==> config.mk <==
export PLATFORM = sky130hd
export DESIGN_NAME = uer_fsm
export DESIGN_NICKNAME = d
export VERILOG_FILES = /design/src/rtl/uer_pkg.sv /design/src/rtl/uer_scale.sv /design/src/rtl/uer_fsm.sv
export SDC_FILE = /design/constraint.sdc
export NUM_CORES = 1
export LEC_CHECK = 0
export BUFFER_PORTS_ARGS = -buffer_cell sky130_fd_sc_hd__buf_2
export CAP_MARGIN = 20
export CORE_ASPECT_RATIO = 1.4
export CORE_MARGIN = 5
export CORE_UTILIZATION = 55
export CTS_BUF_LIST = sky130_fd_sc_hd__clkbuf_8
export CTS_CLUSTER_SIZE = 10
export DETAILED_ROUTE_END_ITERATION = 6
export GPL_TIMING_DRIVEN = 0
export PLACE_DENSITY = 0.74
export REMOVE_ABC_BUFFERS = 1
export SLEW_MARGIN = 20
export SYNTH_ARGS = -nofsm -noshare
export SYNTH_HDL_FRONTEND = slang
export SYNTH_SLANG_ARGS = --single-unit
export TNS_END_PERCENT = 50
==> constraint.sdc <==
create_clock -name i_clk -period 14.6 [get_ports i_clk]
set_input_delay 2.19 -clock i_clk [delete_from_list [all_inputs] [get_ports i_clk]]
set_output_delay 2.19 -clock i_clk [all_outputs]
set_load 0.01 [all_outputs]
==> src/rtl/uer_pkg.sv <==
`default_nettype none

package uer_pkg;

    // default width of the microsecond counters
    localparam int unsigned TIME_BITS_DEF = 16;

    localparam int unsigned CFG_IDX_W  = 3;
    localparam int unsigned CFG_DATA_W = 16;
    localparam int unsigned RES_W      = 16;

    // register indexes
    localparam logic [CFG_IDX_W-1:0] CFG_PRE_LOW_US    = 3'd0;
    localparam logic [CFG_IDX_W-1:0] CFG_TRIGGER_US    = 3'd1;
    localparam logic [CFG_IDX_W-1:0] CFG_TIMEOUT_US    = 3'd2;
    localparam logic [CFG_IDX_W-1:0] CFG_ECHO_ACTIVE   = 3'd3;
    localparam logic [CFG_IDX_W-1:0] CFG_CM_PER_US_Q16 = 3'd4;

    // register reset values
    localparam logic [7:0]  RST_PRE_LOW_US    = 8'd2;
    localparam logic [7:0]  RST_TRIGGER_US    = 8'd10;
    localparam logic [15:0] RST_TIMEOUT_US    = 16'd10000;
    localparam logic        RST_ECHO_ACTIVE   = 1'b1;
    localparam logic [15:0] RST_CM_PER_US_Q16 = 16'd1124;

    typedef struct packed {
        logic [7:0]  pre_low_us;
        logic [7:0]  trigger_us;
        logic [15:0] timeout_us;
        logic        echo_active_level;
        logic [15:0] cm_per_us_q16;
    } t_cfg;

    typedef struct packed {
        logic trigger_level;
        logic busy;
        logic done;
        logic timed_out;
    } t_status;

endpackage

`default_nettype wire

==> src/rtl/uer_scale.sv <==
`default_nettype none

module uer_scale
    import uer_pkg::*;
#(
    parameter int unsigned TIME_BITS = TIME_BITS_DEF
) (
    input  wire logic [TIME_BITS-1:0] i_width,
    input  wire logic [15:0]          i_scale,
    output logic      [RES_W-1:0]     o_pulse,
    output logic      [RES_W-1:0]     o_dist
);

    localparam int unsigned PW = TIME_BITS + 16;
    localparam int unsigned WX = (TIME_BITS > RES_W) ? TIME_BITS : RES_W;

    logic [PW-1:0]        prod;
    logic [TIME_BITS-1:0] prod_hi;
    logic [WX-1:0]        width_x;
    logic [WX-1:0]        dist_x;
    logic [WX-1:0]        res_max;

    assign prod    = PW'(i_width) * PW'(i_scale);
    assign prod_hi = prod[PW-1:16];
    assign width_x = WX'(i_width);
    assign dist_x  = WX'(prod_hi);
    assign res_max = WX'({RES_W{1'b1}});

    // saturate both results to the output field width
    assign o_pulse = (width_x > res_max) ? {RES_W{1'b1}} : width_x[RES_W-1:0];
    assign o_dist  = (dist_x > res_max) ? {RES_W{1'b1}} : dist_x[RES_W-1:0];

endmodule

`default_nettype wire

==> src/rtl/uer_fsm.sv <==
`default_nettype none

module uer_fsm
    import uer_pkg::*;
#(
    parameter int unsigned TIME_BITS = TIME_BITS_DEF
) (
    input  wire logic             i_clk,
    input  wire logic             i_rst_n,
    input  wire logic             i_step,
    input  wire logic             i_op,
    input  wire logic             i_echo,
    input  wire t_cfg             i_cfg,
    output t_status               o_status,
    output logic      [RES_W-1:0] o_pulse,
    output logic      [RES_W-1:0] o_dist
);

    localparam int unsigned WX = (TIME_BITS > 16) ? TIME_BITS : 16;

    typedef enum logic [2:0] {
        PH_IDLE    = 3'd0,
        PH_PRELOW  = 3'd1,
        PH_HIGH    = 3'd2,
        PH_WAIT    = 3'd3,
        PH_MEASURE = 3'd4
    } t_phase;

    t_phase               r_phase,      n_phase;
    logic [7:0]           r_cnt,        n_cnt;
    logic [TIME_BITS-1:0] r_elapsed,    n_elapsed;
    logic [TIME_BITS-1:0] r_width,      n_width;
    logic [RES_W-1:0]     r_last_pulse, n_last_pulse;
    logic [RES_W-1:0]     r_last_dist,  n_last_dist;
    logic                 r_done,       n_done;
    logic                 r_tout,       n_tout;

    logic                 active;
    logic [7:0]           cnt_inc;
    logic [TIME_BITS-1:0] elapsed_inc;
    logic [TIME_BITS-1:0] width_inc;
    logic                 expired;
    logic [RES_W-1:0]     sc_pulse;
    logic [RES_W-1:0]     sc_dist;

    uer_scale #(.TIME_BITS(TIME_BITS)) u_scale (
        .i_width (r_width),
        .i_scale (i_cfg.cm_per_us_q16),
        .o_pulse (sc_pulse),
        .o_dist  (sc_dist)
    );

    assign active      = (i_echo == i_cfg.echo_active_level);
    assign cnt_inc     = r_cnt + 8'd1;
    assign elapsed_inc = (&r_elapsed) ? r_elapsed : r_elapsed + TIME_BITS'(1);
    assign width_inc   = (&r_width) ? r_width : r_width + TIME_BITS'(1);
    // a saturated count counts as expired
    assign expired     = (WX'(elapsed_inc) >= WX'(i_cfg.timeout_us)) || (&elapsed_inc);

    always_comb begin
        n_phase      = r_phase;
        n_cnt        = r_cnt;
        n_elapsed    = r_elapsed;
        n_width      = r_width;
        n_last_pulse = r_last_pulse;
        n_last_dist  = r_last_dist;
        n_done       = r_done;
        n_tout       = r_tout;
        if (i_step) begin
            n_done = 1'b0;
            n_tout = 1'b0;
            if (i_op) begin
                // start is dropped while a measurement runs
                if (r_phase == PH_IDLE) begin
                    n_cnt     = 8'd0;
                    n_elapsed = '0;
                    n_width   = '0;
                    n_phase   = (i_cfg.pre_low_us == 8'd0) ? PH_HIGH : PH_PRELOW;
                end
            end else begin
                unique case (r_phase)
                    PH_PRELOW: begin
                        n_cnt = cnt_inc;
                        if (cnt_inc >= i_cfg.pre_low_us) begin
                            n_phase = PH_HIGH;
                            n_cnt   = 8'd0;
                        end
                    end
                    PH_HIGH: begin
                        n_cnt = cnt_inc;
                        if (cnt_inc >= i_cfg.trigger_us) begin
                            n_phase   = PH_WAIT;
                            n_cnt     = 8'd0;
                            n_elapsed = '0;
                            n_width   = '0;
                        end
                    end
                    PH_WAIT: begin
                        n_elapsed = elapsed_inc;
                        if (active) begin
                            n_phase = PH_MEASURE;
                            n_width = TIME_BITS'(1);
                        end else if (expired) begin
                            n_done       = 1'b1;
                            n_tout       = 1'b1;
                            n_last_pulse = '0;
                            n_last_dist  = '0;
                            n_phase      = PH_IDLE;
                            n_cnt        = 8'd0;
                        end
                    end
                    PH_MEASURE: begin
                        n_elapsed = elapsed_inc;
                        if (!active) begin
                            // echo ended, width is the count so far
                            n_done       = 1'b1;
                            n_last_pulse = sc_pulse;
                            n_last_dist  = sc_dist;
                            n_phase      = PH_IDLE;
                            n_cnt        = 8'd0;
                        end else begin
                            n_width = width_inc;
                            if (expired) begin
                                n_done       = 1'b1;
                                n_tout       = 1'b1;
                                n_last_pulse = '0;
                                n_last_dist  = '0;
                                n_phase      = PH_IDLE;
                                n_cnt        = 8'd0;
                            end
                        end
                    end
                    default: begin
                    end
                endcase
            end
        end
    end

    always_ff @(posedge i_clk) begin
        if (!i_rst_n) begin
            r_phase      <= PH_IDLE;
            r_cnt        <= 8'd0;
            r_elapsed    <= '0;
            r_width      <= '0;
            r_last_pulse <= '0;
            r_last_dist  <= '0;
            r_done       <= 1'b0;
            r_tout       <= 1'b0;
        end else begin
            r_phase      <= n_phase;
            r_cnt        <= n_cnt;
            r_elapsed    <= n_elapsed;
            r_width      <= n_width;
            r_last_pulse <= n_last_pulse;
            r_last_dist  <= n_last_dist;
            r_done       <= n_done;
            r_tout       <= n_tout;
        end
    end

    assign o_status.trigger_level = (r_phase == PH_HIGH);
    assign o_status.busy          = (r_phase != PH_IDLE);
    assign o_status.done          = r_done;
    assign o_status.timed_out     = r_tout;
    assign o_pulse                = r_last_pulse;
    assign o_dist                 = r_last_dist;

endmodule

`default_nettype wire

==> flow_summary.json <==
{
  "layout_min_cycle_time_ns": 8.36,
  "area_growth_pct": 5.71,
  "worstMarginPinSlew_ns": 1.07,
  "drc": 0,
  "grt_pass1_vias": 11156,
  "grt_pass1_wl_mm": 53.4,
  "start_util": 0.556,
  "dp_slack_ns": 5.82,
  "clock-sinks": 77,
  "synth_warnings": 0,
  "cts-htree-levels": 3,
  "grt_usage": 0.244,
  "synth_edf_count": 0,
  "drive_above_1_share": 0.0928,
  "die_area_um2": 26600,
  "antenna_found_initial": 0,
  "first_pass_iters": 4,
  "synth.most_common_cell": "inv_1",
  "fin_nets": 1929,
  "rsz0062_at_grt": "false",
  "clock_path_buffers": 2,
  "first_iter_violations": 520,
  "internal_power_uw": 304,
  "status": "complete, no violations",
  "synthFlopType": "dfxtp_1",
  "p_switching_uw": 125,
  "globalplace.congestion": 0.873,
  "grt_max_degree": 44,
  "slew_violations": 0,
  "power_frac_seq": 0.493,
  "clk_latency_ns": 0.37,
  "fp-row-count": 66,
  "dpl.cell_count": 1841,
  "die_h_um": 191,
  "p_comb_frac": 0.115,
  "hold_violations": 0,
  "max_freq_mhz": 120,
  "via_per_inst": 5.66,
  "dp_hpwl_mm": 24.0,
  "root_buffer": "clkbuf_8",
  "numCtsBuffers": 9,
  "finalCritPeriodShare": 0.573,
  "hold_buffers": 0,
  "postRouteAntennaNets": 0,
  "seq_area_frac_synth": 0.120,
  "setup_viol": 0,
  "power_density_nw_per_um2": 31.5,
  "die_x_um": 139,
  "cts_setup_buffers": 0,
  "crit_path_end_kind": "register",
  "cp_max_fo": 16,
  "switching_share": 0.290,
  "num_vias": 10517,
  "finalSetupTns_ns": 0,
  "crit_required_ns": 14.87,
  "fillers": 2094,
  "wl_mm": 30.9,
  "synth_area_per_cell_um2": 8.44,
  "io_pins": 90,
  "netlist_instances": 1524,
  "synth_top_area_cell": "fa_1",
  "drv_cap": 0,
  "async_flop_share": 0,
  "clkPwrFrac": 0.392,
  "ys_top_cells_by_count": "inv_1 (270), nand2_1 (195), fa_1 (193)",
  "n_antenna_cell": 0,
  "crit_arrival_ns": 8.63,
  "crit_type": "in -> reg",
  "ir_drop_v": 0.0000342,
  "setup.worst_path.start_class": "input pin",
  "slew_headroom": 0.285,
  "cts_resized": 0,
  "power.leakage_nw": 6.91,
  "hold_class": "reg -> reg",
  "grt_overflow": 0,
  "r2r_slack_ns": 7.37,
  "stdcell_count": 1857,
  "netlist_area_um2": 12900,
  "yosys-top-cells-area": "fa_1 (30%), ha_1 (13%), dfxtp_1 (12%)",
  "ys_ff_latch": 77,
  "cts_tree": "done",
  "fin_util": 0.588,
  "synth_cell_types": 72,
  "layout_setup_ws_ns": 6.24,
  "clk_pin_slew_worst_paths_ns": 0.08,
  "wl_per_cell_um": 16.6,
  "yosys.area.top_type_share": 0.300,
  "skew_ns": 0.00864,
  "coreArea_um2": 23100,
  "io_buffers": 89
}
==> worst paths after layout <==
kind,startpoint,end,cells past startpoint
setup / recovery,i_cfg[6],o_dist[14],22
hold / removal,o_pulse[7],o_pulse[7],1
setup reg to reg,r_width[5],o_dist[14],22
hold reg to reg,o_pulse[7],o_pulse[7],1
==> flip-flops by register name (all words and copies together), names as in the netlist <==
register	cells
r_width	16
r_tout	1
r_cnt	8
r_done	1
o_pulse	16
r_phase	3
r_elapsed	16
o_dist	16
==> layout make-up <==
cell class / instances / area (µm²) / share of cell area
clock buffers: 9 / 124 / 0.00911
clock inverters: 7 / 75.1 / 0.00552
inverters: 270 / 1010 / 0.0745
multi-input cells: 1095 / 10000 / 0.735
flip-flops and latches: 77 / 1540 / 0.113
well taps: 306 / 383 / 0.0282
repair buffers: 93 / 468 / 0.0344
==> cell usage in the layout (no fill, tap or decap), types with 4 or more instances in the layout <==
cell | synthesis | layout
fa_1 | 193 | 193
or3b_2 | 4 | 4
a211o_1 | 4 | 4
nor2_1 | 58 | 58
or3_1 | 7 | 7
or2_2 | 6 | 6
a31oi_1 | 6 | 6
xor2_1 | 10 | 10
a22o_1 | 31 | 31
dfxtp_1 | 77 | 77
o21ai_0 | 32 | 32
buf_2 | 10 | 92
nand2_1 | 195 | 195
a21oi_1 | 67 | 66
or4_1 | 12 | 12
nand3_1 | 31 | 31
nor3_1 | 16 | 16
ha_1 | 136 | 136
inv_1 | 270 | 270
a21o_1 | 11 | 11
nand2b_1 | 11 | 11
o31ai_1 | 6 | 6
nor2b_1 | 6 | 6
o211ai_1 | 7 | 7
and2_1 | 119 | 118
a211oi_1 | 7 | 7
xnor2_1 | 20 | 20
o21ai_1 | 10 | 10
nand4_1 | 8 | 8
and3_1 | 15 | 15
clkbuf_8 | 0 | 9
==> routing by layer <==
metal  track usage  vias to the layer above  wire length [µm]
li1              -                     4909                 -
met1         0.292                     5252             12100
met2         0.445                      275             16200
met3        0.0310                       81              1490
met4        0.0979                        0              1110
met5             0                        -                 0
==> worst max-delay path, stage by stage <==
cell	delay [ns]
buf_2	0.22
and2_1	0.23
fa_1	0.55
inv_1	0.06
fa_1	0.50
fa_1	0.52
inv_1	0.05
fa_1	0.51
fa_1	0.56
inv_1	0.06
fa_1	0.53
inv_1	0.04
ha_1	0.33
a21oi_1	0.21
nand3_1	0.11
a21oi_1	0.24
o211ai_1	0.29
a2111oi_0	0.73
o21bai_1	0.22
a21oi_1	0.21
xnor2_1	0.09
a22o_1	0.18
==> power groups by stage <==
stage,logic (mW),clock network [mW],registers (mW)
floorplan,0.0211,0,0.216
global placement,0.0477,0,0.216
detailed placement,0.0491,0,0.216
CTS,0.0493,0.171,0.211
global route,0.0551,0.181,0.212
finish,0.0494,0.168,0.211
==> logic make-up after synthesis <==
kind of cell / count (synthesis) / share of synthesized area
xor+xnor: 30 / 0.0204
mux: 4 / 0.00321
flops: 77 / 0.120
simple gates: 511 / 0.203
compound gates: 221 / 0.117
fa+ha+maj: 329 / 0.433
buf+inv: 352 / 0.104
==> metrics by stage <==
stage	area (µm²)	hold slack (ns)	power (mW)
global route	13600	0.498	0.448
finish	13600	0.476	0.429
global placement	13400	0.446	0.264
CTS	13600	0.479	0.432
detailed placement	13400	0.454	0.266
floorplan	12500	0.458	0.237
(Power assumes the default switching activity.)
